==> src/rtl/coap_message_parser_assert.svh <==
// Assertion macros for the CoAP message parser.
// Included by the RTL file that carries concurrent assertions (coap_message_parser); no dependencies.
`ifndef COAP_MESSAGE_PARSER_ASSERT_SVH
`define COAP_MESSAGE_PARSER_ASSERT_SVH
`ifndef SYNTHESIS
// Checked property, ignored while reset is asserted.
`define COAP_ASSERT(label, clk, rst_n, prop) \
    label: assert property (@(posedge clk) disable iff (!rst_n) (prop)) \
        else $error("coap parser assertion failed in %m");
// Checked property, active during reset as well.
`define COAP_ASSERT_ALWAYS(label, clk, prop) \
    label: assert property (@(posedge clk) (prop)) \
        else $error("coap parser assertion failed in %m");
`else
`define COAP_ASSERT(label, clk, rst_n, prop)
`define COAP_ASSERT_ALWAYS(label, clk, prop)
`endif
`endif

==> src/rtl/coap_pkg.sv <==
// Shared types and constants of the CoAP message parser.
// Used by coap_decode and coap_message_parser; no dependencies.
package coap_pkg;

    // Parser phases.
    localparam logic [3:0] PH_HDR     = 4'd0;
    localparam logic [3:0] PH_TOKEN   = 4'd1;
    localparam logic [3:0] PH_OPT     = 4'd2;
    localparam logic [3:0] PH_D1      = 4'd3;
    localparam logic [3:0] PH_DHI     = 4'd4;
    localparam logic [3:0] PH_DLO     = 4'd5;
    localparam logic [3:0] PH_L1      = 4'd6;
    localparam logic [3:0] PH_LHI     = 4'd7;
    localparam logic [3:0] PH_LLO     = 4'd8;
    localparam logic [3:0] PH_VALUE   = 4'd9;
    localparam logic [3:0] PH_PAYLOAD = 4'd10;
    localparam logic [3:0] PH_SKIP    = 4'd11;

    // Event codes reported with every byte.
    localparam logic [2:0] EV_NONE      = 3'd0;
    localparam logic [2:0] EV_HEADER    = 3'd1;
    localparam logic [2:0] EV_TOKEN     = 3'd2;
    localparam logic [2:0] EV_OPT_BEGIN = 3'd3;
    localparam logic [2:0] EV_OPT_VALUE = 3'd4;
    localparam logic [2:0] EV_PAYLOAD   = 3'd5;

    // Verdict codes given on the last byte.
    localparam logic [1:0] VERDICT_OK    = 2'd0;
    localparam logic [1:0] VERDICT_RESET = 2'd1;
    localparam logic [1:0] VERDICT_RUNT  = 2'd2;

    // Protocol constants.
    localparam logic [7:0]  PAYLOAD_MARKER = 8'hFF;
    localparam logic [3:0]  EXT_ONE_NIB    = 4'd13;
    localparam logic [3:0]  EXT_TWO_NIB    = 4'd14;
    localparam logic [15:0] EXT_ONE_BASE   = 16'd13;
    localparam logic [15:0] EXT_TWO_BASE   = 16'd269;
    localparam logic [3:0]  TOKEN_MAX      = 4'd8;
    localparam logic [1:0]  COAP_VERSION   = 2'd1;
    localparam logic [2:0]  HDR_BYTES      = 3'd4;

    // Parser state carried from byte to byte.
    typedef struct packed {
        logic [3:0]  phase;
        logic [2:0]  header_count;
        logic [3:0]  token_left;
        logic [15:0] running_number;
        logic [15:0] delta_accum;
        logic [3:0]  length_nibble;
        logic [15:0] length_accum;
        logic [15:0] value_left;
        logic [1:0]  held_type;
        logic [7:0]  held_code;
        logic [15:0] held_id;
        logic [3:0]  held_token_len;
        logic        fault;
    } t_state;

    // One result per byte.
    typedef struct packed {
        logic [2:0]  event_res;
        logic [7:0]  byte_value;
        logic [1:0]  msg_type;
        logic [7:0]  msg_code;
        logic [15:0] msg_id;
        logic [3:0]  token_len;
        logic [15:0] option_number;
        logic [15:0] option_length;
        logic        done_res;
        logic [1:0]  verdict;
    } t_result;

    // State at reset and at the start of each datagram.
    function automatic t_state state_reset();
        t_state s;
        s       = '0;
        s.phase = PH_HDR;
        return s;
    endfunction

endpackage

==> src/rtl/coap_decode.sv <==
// Combinational per-byte step of the CoAP parser: next state and result.
// Depends on coap_pkg.
module coap_decode
    import coap_pkg::*;
(
    input  t_state      i_state,
    input  logic [7:0]  i_data_byte,
    input  logic        i_is_last,
    output t_state      o_state,
    output t_result     o_result
);

    t_state  n_st;
    t_result res;
    logic    start_len;
    logic    finish_opt;
    logic    opt_valid;
    logic    hdr_ok;

    always_comb begin
        n_st       = i_state;
        res        = '0;
        start_len  = 1'b0;
        finish_opt = 1'b0;
        opt_valid  = 1'b0;

        // Phase-specific work on this byte.
        case (i_state.phase)
            PH_HDR: begin
                case (i_state.header_count[1:0])
                    2'd0: begin
                        n_st.held_type      = i_data_byte[5:4];
                        n_st.held_token_len = i_data_byte[3:0];
                        n_st.fault = (i_data_byte[7:6] != COAP_VERSION) ||
                                     (i_data_byte[3:0] > TOKEN_MAX);
                    end
                    2'd1: n_st.held_code = i_data_byte;
                    2'd2: n_st.held_id = {i_data_byte, 8'h00};
                    default: n_st.held_id = i_state.held_id | {8'h00, i_data_byte};
                endcase
                n_st.header_count = i_state.header_count + 3'd1;
                if (n_st.header_count >= HDR_BYTES) begin
                    res.event_res = EV_HEADER;
                    if (n_st.fault) begin
                        n_st.phase = PH_SKIP;
                    end else begin
                        n_st.token_left = n_st.held_token_len;
                        n_st.phase = (n_st.held_token_len != 4'd0) ? PH_TOKEN : PH_OPT;
                    end
                end
            end
            PH_TOKEN: begin
                res.event_res   = EV_TOKEN;
                res.byte_value  = i_data_byte;
                n_st.token_left = i_state.token_left - 4'd1;
                if (n_st.token_left == 4'd0) begin
                    n_st.phase = PH_OPT;
                end
            end
            PH_OPT: begin
                if (i_data_byte == PAYLOAD_MARKER) begin
                    n_st.phase = PH_PAYLOAD;
                end else begin
                    n_st.length_nibble = i_data_byte[3:0];
                    if (i_data_byte[7:4] == EXT_ONE_NIB) begin
                        n_st.phase = PH_D1;
                    end else if (i_data_byte[7:4] == EXT_TWO_NIB) begin
                        n_st.phase = PH_DHI;
                    end else begin
                        n_st.delta_accum = {12'h000, i_data_byte[7:4]};
                        start_len = 1'b1;
                    end
                end
            end
            PH_D1: begin
                n_st.delta_accum = EXT_ONE_BASE + {8'h00, i_data_byte};
                start_len = 1'b1;
            end
            PH_DHI: begin
                n_st.delta_accum = {i_data_byte, 8'h00};
                n_st.phase = PH_DLO;
            end
            PH_DLO: begin
                n_st.delta_accum = EXT_TWO_BASE + (i_state.delta_accum | {8'h00, i_data_byte});
                start_len = 1'b1;
            end
            PH_L1: begin
                n_st.length_accum = EXT_ONE_BASE + {8'h00, i_data_byte};
                finish_opt = 1'b1;
            end
            PH_LHI: begin
                n_st.length_accum = {i_data_byte, 8'h00};
                n_st.phase = PH_LLO;
            end
            PH_LLO: begin
                n_st.length_accum = EXT_TWO_BASE +
                                    (i_state.length_accum | {8'h00, i_data_byte});
                finish_opt = 1'b1;
            end
            PH_VALUE: begin
                res.event_res   = EV_OPT_VALUE;
                res.byte_value  = i_data_byte;
                opt_valid       = 1'b1;
                n_st.value_left = i_state.value_left - 16'd1;
                if (n_st.value_left == 16'd0) begin
                    n_st.phase = PH_OPT;
                end
            end
            PH_PAYLOAD: begin
                res.event_res  = EV_PAYLOAD;
                res.byte_value = i_data_byte;
            end
            default: begin
                n_st.phase = PH_SKIP;
            end
        endcase

        // The delta is known; the length nibble decides whether extension bytes follow.
        if (start_len) begin
            if (n_st.length_nibble == EXT_ONE_NIB) begin
                n_st.phase = PH_L1;
            end else if (n_st.length_nibble == EXT_TWO_NIB) begin
                n_st.phase = PH_LHI;
            end else begin
                n_st.length_accum = {12'h000, n_st.length_nibble};
                finish_opt = 1'b1;
            end
        end

        // The option header is complete on this byte.
        if (finish_opt) begin
            n_st.running_number = i_state.running_number + n_st.delta_accum;
            n_st.value_left     = n_st.length_accum;
            n_st.phase = (n_st.length_accum != 16'd0) ? PH_VALUE : PH_OPT;
            res.event_res = EV_OPT_BEGIN;
            opt_valid     = 1'b1;
        end

        // Header and option fields are shown only once they are known.
        hdr_ok = (n_st.header_count >= HDR_BYTES);
        if (hdr_ok) begin
            res.msg_type  = n_st.held_type;
            res.msg_code  = n_st.held_code;
            res.msg_id    = n_st.held_id;
            res.token_len = n_st.held_token_len;
        end
        if (opt_valid) begin
            res.option_number = n_st.running_number;
            res.option_length = n_st.length_accum;
        end

        // Verdict on the last byte, then back to the start of a datagram.
        if (i_is_last) begin
            res.done_res = 1'b1;
            if (!hdr_ok) begin
                res.verdict = VERDICT_RUNT;
            end else if (n_st.fault) begin
                res.verdict = VERDICT_RESET;
            end else if (n_st.phase inside {PH_OPT, PH_PAYLOAD}) begin
                res.verdict = VERDICT_OK;
            end else begin
                res.verdict = VERDICT_RESET;
            end
            n_st = state_reset();
        end
    end

    assign o_state  = n_st;
    assign o_result = res;

endmodule

==> src/rtl/coap_message_parser.sv <==
// Top level of the streaming CoAP message parser: input register, state, result register.
// Depends on coap_pkg, coap_decode and coap_message_parser_assert.svh.
//
// Channel   Direction  Handshake                  Payload
// input     in         i_in_valid / o_in_ready    i_data_byte, i_is_last
// result    out        o_out_valid / i_out_ready  o_event_res ... o_verdict
//
// One result per byte; a new byte is taken every cycle unless the result side stalls.
// The rate is set by the combinational state update between input and result registers.
// Reset is synchronous, active low, and returns the parser to the first header byte.
// When the result is not taken, one further byte waits in the input register and then
// the input side stalls until the result moves on.
`include "coap_message_parser_assert.svh"
module coap_message_parser
    import coap_pkg::*;
(
    input  logic        i_clk,
    input  logic        i_rst_n,
    input  logic        i_in_valid,
    output logic        o_in_ready,
    input  logic [7:0]  i_data_byte,
    input  logic        i_is_last,
    output logic        o_out_valid,
    input  logic        i_out_ready,
    output logic [2:0]  o_event_res,
    output logic [7:0]  o_byte_value,
    output logic [1:0]  o_msg_type,
    output logic [7:0]  o_msg_code,
    output logic [15:0] o_msg_id,
    output logic [3:0]  o_token_len,
    output logic [15:0] o_option_number,
    output logic [15:0] o_option_length,
    output logic        o_done_res,
    output logic [1:0]  o_verdict
);

    logic    r_in_valid;
    logic    [7:0] r_in_byte;
    logic    r_in_last;
    t_state  r_st;
    t_state  n_st;
    logic    r_out_valid;
    t_result r_res;
    t_result n_res;
    logic    advance;
    logic    in_hdr;
    logic    opt_evt;
    logic    opt_clear;

    // The result register is free or is being emptied this cycle.
    assign advance    = !r_out_valid || i_out_ready;
    assign o_in_ready = !r_in_valid || advance;

    // Per-byte decode.
    coap_decode u_decode (
        .i_state     (r_st),
        .i_data_byte (r_in_byte),
        .i_is_last   (r_in_last),
        .o_state     (n_st),
        .o_result    (n_res)
    );

    // Control state and parser state.
    always_ff @(posedge i_clk) begin
        if (!i_rst_n) begin
            r_in_valid  <= 1'b0;
            r_out_valid <= 1'b0;
            r_st        <= state_reset();
        end else begin
            if (o_in_ready) begin
                r_in_valid <= i_in_valid;
            end
            if (advance) begin
                r_out_valid <= r_in_valid;
                if (r_in_valid) begin
                    r_st <= n_st;
                end
            end
        end
    end

    // Payload registers of both stages.
    always_ff @(posedge i_clk) begin
        if (o_in_ready && i_in_valid) begin
            r_in_byte <= i_data_byte;
            r_in_last <= i_is_last;
        end
        if (advance && r_in_valid) begin
            r_res <= n_res;
        end
    end

    assign o_out_valid     = r_out_valid;
    assign o_event_res     = r_res.event_res;
    assign o_byte_value    = r_res.byte_value;
    assign o_msg_type      = r_res.msg_type;
    assign o_msg_code      = r_res.msg_code;
    assign o_msg_id        = r_res.msg_id;
    assign o_token_len     = r_res.token_len;
    assign o_option_number = r_res.option_number;
    assign o_option_length = r_res.option_length;
    assign o_done_res      = r_res.done_res;
    assign o_verdict       = r_res.verdict;

    // Terms shared by the checks below.
    assign in_hdr    = (r_st.phase == PH_HDR);
    assign opt_evt   = (o_event_res == EV_OPT_BEGIN) || (o_event_res == EV_OPT_VALUE);
    assign opt_clear = (o_option_number == 16'd0) && (o_option_length == 16'd0);

    // The parser sits in the header phase exactly while the header is incomplete.
    `COAP_ASSERT(a_hdr_phase, i_clk, i_rst_n, in_hdr == (r_st.header_count < HDR_BYTES))
    // A token phase always has bytes left to take.
    `COAP_ASSERT(a_token_left, i_clk, i_rst_n, r_st.phase == PH_TOKEN |-> r_st.token_left != 4'd0)
    // A value phase always has bytes left to take.
    `COAP_ASSERT(a_value_left, i_clk, i_rst_n, r_st.phase == PH_VALUE |-> r_st.value_left != 16'd0)
    // Option fields are zero unless the result belongs to an option.
    `COAP_ASSERT(a_opt_fields, i_clk, i_rst_n, (o_out_valid && !opt_evt) |-> opt_clear)
    // A verdict is only given with the last byte.
    `COAP_ASSERT(a_verdict_done, i_clk, i_rst_n, o_out_valid && !o_done_res |-> o_verdict == 2'd0)

endmodule

==> config.mk <==
export PLATFORM = sky130hd
export DESIGN_NAME = coap_message_parser
export DESIGN_NICKNAME = d
export VERILOG_FILES = /design/src/rtl/coap_pkg.sv /design/src/rtl/coap_decode.sv /design/src/rtl/coap_message_parser.sv
export VERILOG_INCLUDE_DIRS = /design/src /design/src/rtl
export SDC_FILE = /design/constraint.sdc
export NUM_CORES = 1
export LEC_CHECK = 0
export ABC_AREA = 1
export BUFFER_PORTS_ARGS = -buffer_cell sky130_fd_sc_hd__buf_2
export CORE_ASPECT_RATIO = 0.9
export CORE_MARGIN = 4
export CORE_UTILIZATION = 25
export CTS_CLUSTER_DIAMETER = 120
export CTS_CLUSTER_SIZE = 30
export DETAILED_ROUTE_END_ITERATION = 8
export PLACE_DENSITY = 0.39
export RECOVER_POWER = 25
export SLEW_MARGIN = 20
export SYNTH_ARGS = -nofsm -noshare
export SYNTH_HDL_FRONTEND = slang
export SYNTH_SLANG_ARGS = --single-unit
==> constraint.sdc <==
create_clock -name i_clk -period 5.3 [get_ports i_clk]
set_input_delay 0.53 -clock i_clk [delete_from_list [all_inputs] [get_ports i_clk]]
set_output_delay 0.53 -clock i_clk [all_outputs]
set_load 0.01 [all_outputs]
## Yosys cells after proc, flatten, opt, wreduce, memory -nomap -nowiden

Cells that the tools add are included.

| operators by class | value |
|---|---|
| $add $sub $neg | 7 |
| $lt $le $gt $ge | 3 |
| eq/ne operators | 22 |
| muxes and demuxes | 53 |
| bitwise operators | 3 |
| reductions and logical operators | 25 |

Operator list:

| operator | count |
|---|---|
| $mux W16 | 8 |
| $mux W110 | 1 |
| $pmux W16 S4 | 1 |
| $mux W4 | 15 |
| $or A16 B8 Y16 | 3 |
| $pmux W16 S3 | 1 |
| $add A9 B16 Y16 const A | 2 |
| $eq A4 B4 Y1 const B | 8 |
| $pmux W16 S2 | 1 |
| $mux W31 | 1 |
| $pmux W4 S7 | 1 |
| $mux W20 | 1 |
| $add A16 B16 Y16 | 1 |
| $eq A4 B3 Y1 const B | 4 |
| $logic_not A16 Y1 | 1 |
| $reduce_bool A16 Y1 | 1 |
| $sub A16 B1 Y16 const B | 1 |
| $eq A4 B2 Y1 const B | 3 |
| $pmux W3 S4 | 1 |
| $mux W1 | 11 |
| $mux W5 | 2 |
| $add A4 B8 Y9 const A | 1 |
| $eq A8 B8 Y1 const B | 1 |
| $logic_not A4 Y1 | 2 |
| 28 further kinds | 41 |

| storage, ports and cells | value |
|---|---|
| register bits | 197 |
| output and inout port bits | 78 |

## Depth between registers and ports, before layout

| logic depth | value |
|---|---|
| depth in word-level cells | 19 |
| mapped depth | 30 |
| mapped depth without buffers | 29 |

## By module

Synthesis repeated with hierarchy kept, for this count alone.

| unflattened totals | value |
|---|---|
| cell total of the unflattened synthesis | 1979 |
| area total of the unflattened synthesis | 13090.1 um2 |

By module, submodules not included:

| module | instances | cells each | area each (um2) | sequential area each (um2) |
|---|---|---|---|---|
| coap_message_parser | 1 | 819 | 7526.0 | 4794.6 |
| coap_decode | 1 | 1160 | 5564.1 | 0.0 |

## Least setup slack after synthesis

Ideal clock, no wire load.

| timing | value |
|---|---|
| path type | in2reg |
| from | input port i_out_ready |
| to | register r_st[103] (netlist name) |
| library setup time | 119 ps |
| arrival time | 3749 ps |
| data required time | 5181 ps |
| slack | 1432 ps |
| cell stages on the path | 6 |
| buffers on the path | 1 |
| path through | nor2_1 > nor2_1 > buf_1 > o21ai_0 > o21ai_0 > nor2_1 |

| between the ends | value |
|---|---|
| word-level cells in the longest chain between the ends | 2 |

Ends and longest elaborated chain:

| what | RTL line | text |
|---|---|---|
| start, declared | coap_message_parser.sv:24 | `input logic i_out_ready,` |
| $logic_or A1 B1 Y1 | coap_message_parser.sv:51 | `assign advance = !r_out_valid \|\| i_out_ready;` |
| $reduce_and A2 Y1 (no line) | n/a |  |
| end signal, assigned | coap_message_parser.sv:68 | `r_st <= state_reset();` |
| end signal, assigned | coap_message_parser.sv:76 | `r_st <= n_st;` |
| end, declared | coap_message_parser.sv:40 | `t_state r_st;` |

No other way between the ends.
A chain may end at the register's enable or synchronous reset.

## Final worst setup path

| timing | value |
|---|---|
| from | register r_in_byte[0] |
| to | register r_res (netlist bit o_option_number[15]), data pin |

| between the ends | value |
|---|---|
| word-level cells in the longest chain between the ends | 8 |

Ends and longest elaborated chain:

| what | RTL line | text |
|---|---|---|
| start, declared | coap_message_parser.sv:38 | `logic [7:0] r_in_byte;` |
| start signal, assigned | coap_message_parser.sv:85 | `r_in_byte <= i_data_byte;` |
| parallel branches: the longest is 8 deep, another holds $add A9 B16 Y16 | n/a |  |
| end signal, assigned | coap_message_parser.sv:89 | `r_res <= n_res;` |
| end, declared | coap_message_parser.sv:43 | `t_result r_res;` |

Parallel ways; which one is timed is not known.

==> results.sh <==
export IMPL_path_clk_slew_ns=0.08
export IMPL_finalMaxSlewViolations=74
export IMPL_ant_nets=0
export IMPL_syn_nets=1571
export IMPL_routed_wl_um=38140
export IMPL_synth_top_family_by_area="simple AND/OR/NAND/NOR gates"
export IMPL_grt_max_degree=83
export IMPL_yosys_area_share_simple_pct=28.79
export IMPL_syn_area_um2=11240
export IMPL_crit_type="reg -> reg"
export IMPL_drt_pass1_iter_count=5
export IMPL_hold_buffers=0
export IMPL_drive_gt1_share_pct=9.788
export IMPL_slew_headroom_pct=-32.02
export IMPL_peakVddDrop_mv=0.2434
export IMPL_yosys_mux_area_fraction_pct=0
export IMPL_layout_common_cells="410 x nand2_1, 154 x inv_1, 153 x nor2_1, 136 x a21oi_1, 112 x dfxtp_1"
export IMPL_instances_no_fill=2204
export IMPL_ys_flop_type="dfxtp_1"
export IMPL_drc=0
export IMPL_whs_ns=0.2393
export IMPL_maxCapViolCount=2
export IMPL_dp_hpwl_um=26910
export IMPL_grt_pass1_vias=9946
export IMPL_vias=10304
export IMPL_synth_compound_area_share_pct=14.63
export IMPL_cp_start_kind="flop"
export IMPL_multi_input_area_um2=5537
export IMPL_area_growth_pct=14.07
export IMPL_async_flop_share_pct=0
export IMPL_die_area_um2=48420
export IMPL_hold_path_class="in -> reg"
export IMPL_h_tree_depth=4
export IMPL_synthAdderAreaFrac_pct=3.184
export IMPL_synth_avg_cell_area_um2=7.346
export IMPL_antenna_found_initial=2
export IMPL_rsz0062_at_grt="false"
export IMPL_synth_edf_count=85
export IMPL_diodes=0
export IMPL_outcome="finished, violations left"
export IMPL_n_fill_cell=4855
export IMPL_worst_pin_slew_ns=1.969
export IMPL_period_share_pct=87.62
export IMPL_post_cts_buffers=0
export IMPL_skew_ns=0.01399
export IMPL_power_leakage_nw=4.969
export IMPL_placed_cell_area_um2=12300
export IMPL_synth_cell_types=53
export IMPL_track_usage_pct=15.48
export IMPL_gp_congestion=0.8784
export IMPL_clk_latency_ns=0.46
export IMPL_avgViaCountPerCell=4.675
export IMPL_initial_utilization_pct=25.37
export IMPL_gr_total_overflow=0
export IMPL_cp_data_arrival_time_ns=4.84
export IMPL_fp_row_count=73
export IMPL_setup_tns_ns=0
export IMPL_yosysWarningCount=0
export IMPL_cts_sinks=197
export IMPL_cts_resized=0
export IMPL_cts_buffer_depth=2
export IMPL_setup_viol=0
export IMPL_cts_root_buf="clkbuf_16"
export IMPL_max_freq_ghz=0.2153
export IMPL_finalHoldViolations=0
export IMPL_ys_ff_latch=197
export IMPL_die_h_um=209.2
export IMPL_total_power_mw=3.252
export IMPL_portBuffers=90
export IMPL_cts_tree="done"
export IMPL_required_ns=5.50
export IMPL_yosysSeqAreaShare_pct=42.66
export IMPL_syn_inst=1530
export IMPL_final_nets=1632
export IMPL_regArea_um2=4795
export IMPL_fin_area_um2=12820
export IMPL_violations="max-capacitance violations, max-slew violations"
export IMPL_worst_setup_path_end_kind="flop"
export IMPL_synth_xor_area_share_pct=2.494
export IMPL_drtIter0Drc=810
export IMPL_die_x_um=231.5
export IMPL_layout_commonest_cell="nand2_1"
export IMPL_finalCriticalPeriod_ns=4.644
export IMPL_dp_cells=2172
export IMPL_core_area_um2=44300
export IMPL_wl_per_cell_um=17.31
export IMPL_grt_pass1_wl_um=58840
export IMPL_power_density_nw_per_um2=253.7
export IMPL_io_pins=91
export IMPL_cts_buffers=17
export IMPL_worst_path_max_fanout=10
cell usage after synthesis, drive strengths merged, types with 12 or more instances:
master,instances,area share [%]
a21oi,138,6.2
buf,29,1.4
clkbuf,38,1.3
dfxtp,112,20
edfxtp,85,23
ha,27,3.0
inv,163,5.5
nand2,422,14
nand3,97,4.4
nand4,21,1.2
nor2,164,6.0
nor3,16,0.76
o211ai,15,1.0
o21ai,77,3.5
or2,31,1.7
xnor2,12,0.94
xor2,20,1.6
cells by family after synthesis:
| logic type | count (synthesis) |
|---|---|
| AO/OA/AOI/OAI | 286 |
| AND/OR/NAND/NOR | 755 |
| buffers and inverters | 232 |
| flip-flops | 197 |
| XOR/XNOR | 32 |
| adder cells (fa/ha/maj) | 28 |
critical path, stage by stage (launching register included):
cell and delay, ns:
edfxtp_1 0.75, inv_1 0.39, nand2_1 0.25, ha_1 0.19, inv_1 0.06, nand4_1 0.13, nand3_1 0.12, nor2_1 0.14
nand2_1 0.08, nand2_1 0.09, inv_1 0.06, nor2_1 0.11, inv_1 0.07, o311ai_0 0.49, ha_1 0.40, a21oi_1 0.13
o21ai_0 0.16, nand2_1 0.09, nand3_1 0.06, a31oi_1 0.22, inv_1 0.06, nand2_1 0.08, nand3_1 0.07, nand2_1 0.10
a21oi_1 0.08
through the flow:
step           utilization, %  worst slack (ns)
2_1_floorplan               -             1.432
3_3_place_gp            27.76            0.6429
3_5_place_dp            27.76            0.6271
4_1_cts                 29.11            0.5865
5_1_grt                 28.94            0.1616
6_report                28.94            0.6561
state kept, by name, summed over array words and instances, names as in the netlist, 2 cells and up:
name / flops
o_verdict: 2
o_event_res: 3
o_msg_code: 8
o_token_len: 4
o_msg_type: 2
o_msg_id: 16
o_option_length: 16
o_option_number: 16
r_st: 110
r_in_byte: 8
o_byte_value: 8
final timing paths:
| kind | startpoint | endpoint | slack, ns | cells past startpoint |
|---|---|---|---|---|
| hold reg to reg | r_st[27] | r_st[27] | 0.46 | 2 |
| hold / removal | i_data_byte[6] | r_in_byte[6] | 0.24 | 1 |
| setup / recovery | r_in_byte[0] | o_option_number[15] | 0.66 | 24 |
| setup reg to reg | r_in_byte[0] | o_option_number[15] | 0.66 | 24 |
area by class of cell:
| class | instances | area share [%] |
|---|---|---|
| Clock buffer | 20 | 3.484 |
| Clock inverter | 12 | 1.181 |
| Inverter | 165 | 4.860 |
| Multi-Input combinational cell | 1101 | 43.18 |
| Sequential cell | 197 | 37.40 |
| Tap cell | 600 | 5.855 |
| Timing Repair Buffer | 109 | 4.040 |
report_power, final:
group	leakage, nW	switching (mW)	internal [mW]
clock	0.293	0.628	0.757
combinational	2.95	0.178	0.0558
sequential	1.73	0.0212	1.61
per-layer routing:
| layer | wire length, um | vias up | global-route usage [%] | part of all wire (%) |
|---|---|---|---|---|
| met2 | 17290 | 209 | 24.82 | 45 |
| li1 | - | 5186 | - | - |
| met5 | 32 | - | 0 | 0.084 |
| met3 | 1879 | 43 | 3.299 | 4.9 |
| met4 | 614 | 4 | 3.919 | 1.6 |
| met1 | 18330 | 4862 | 21.26 | 48 |
(Power assumes the default switching activity.)
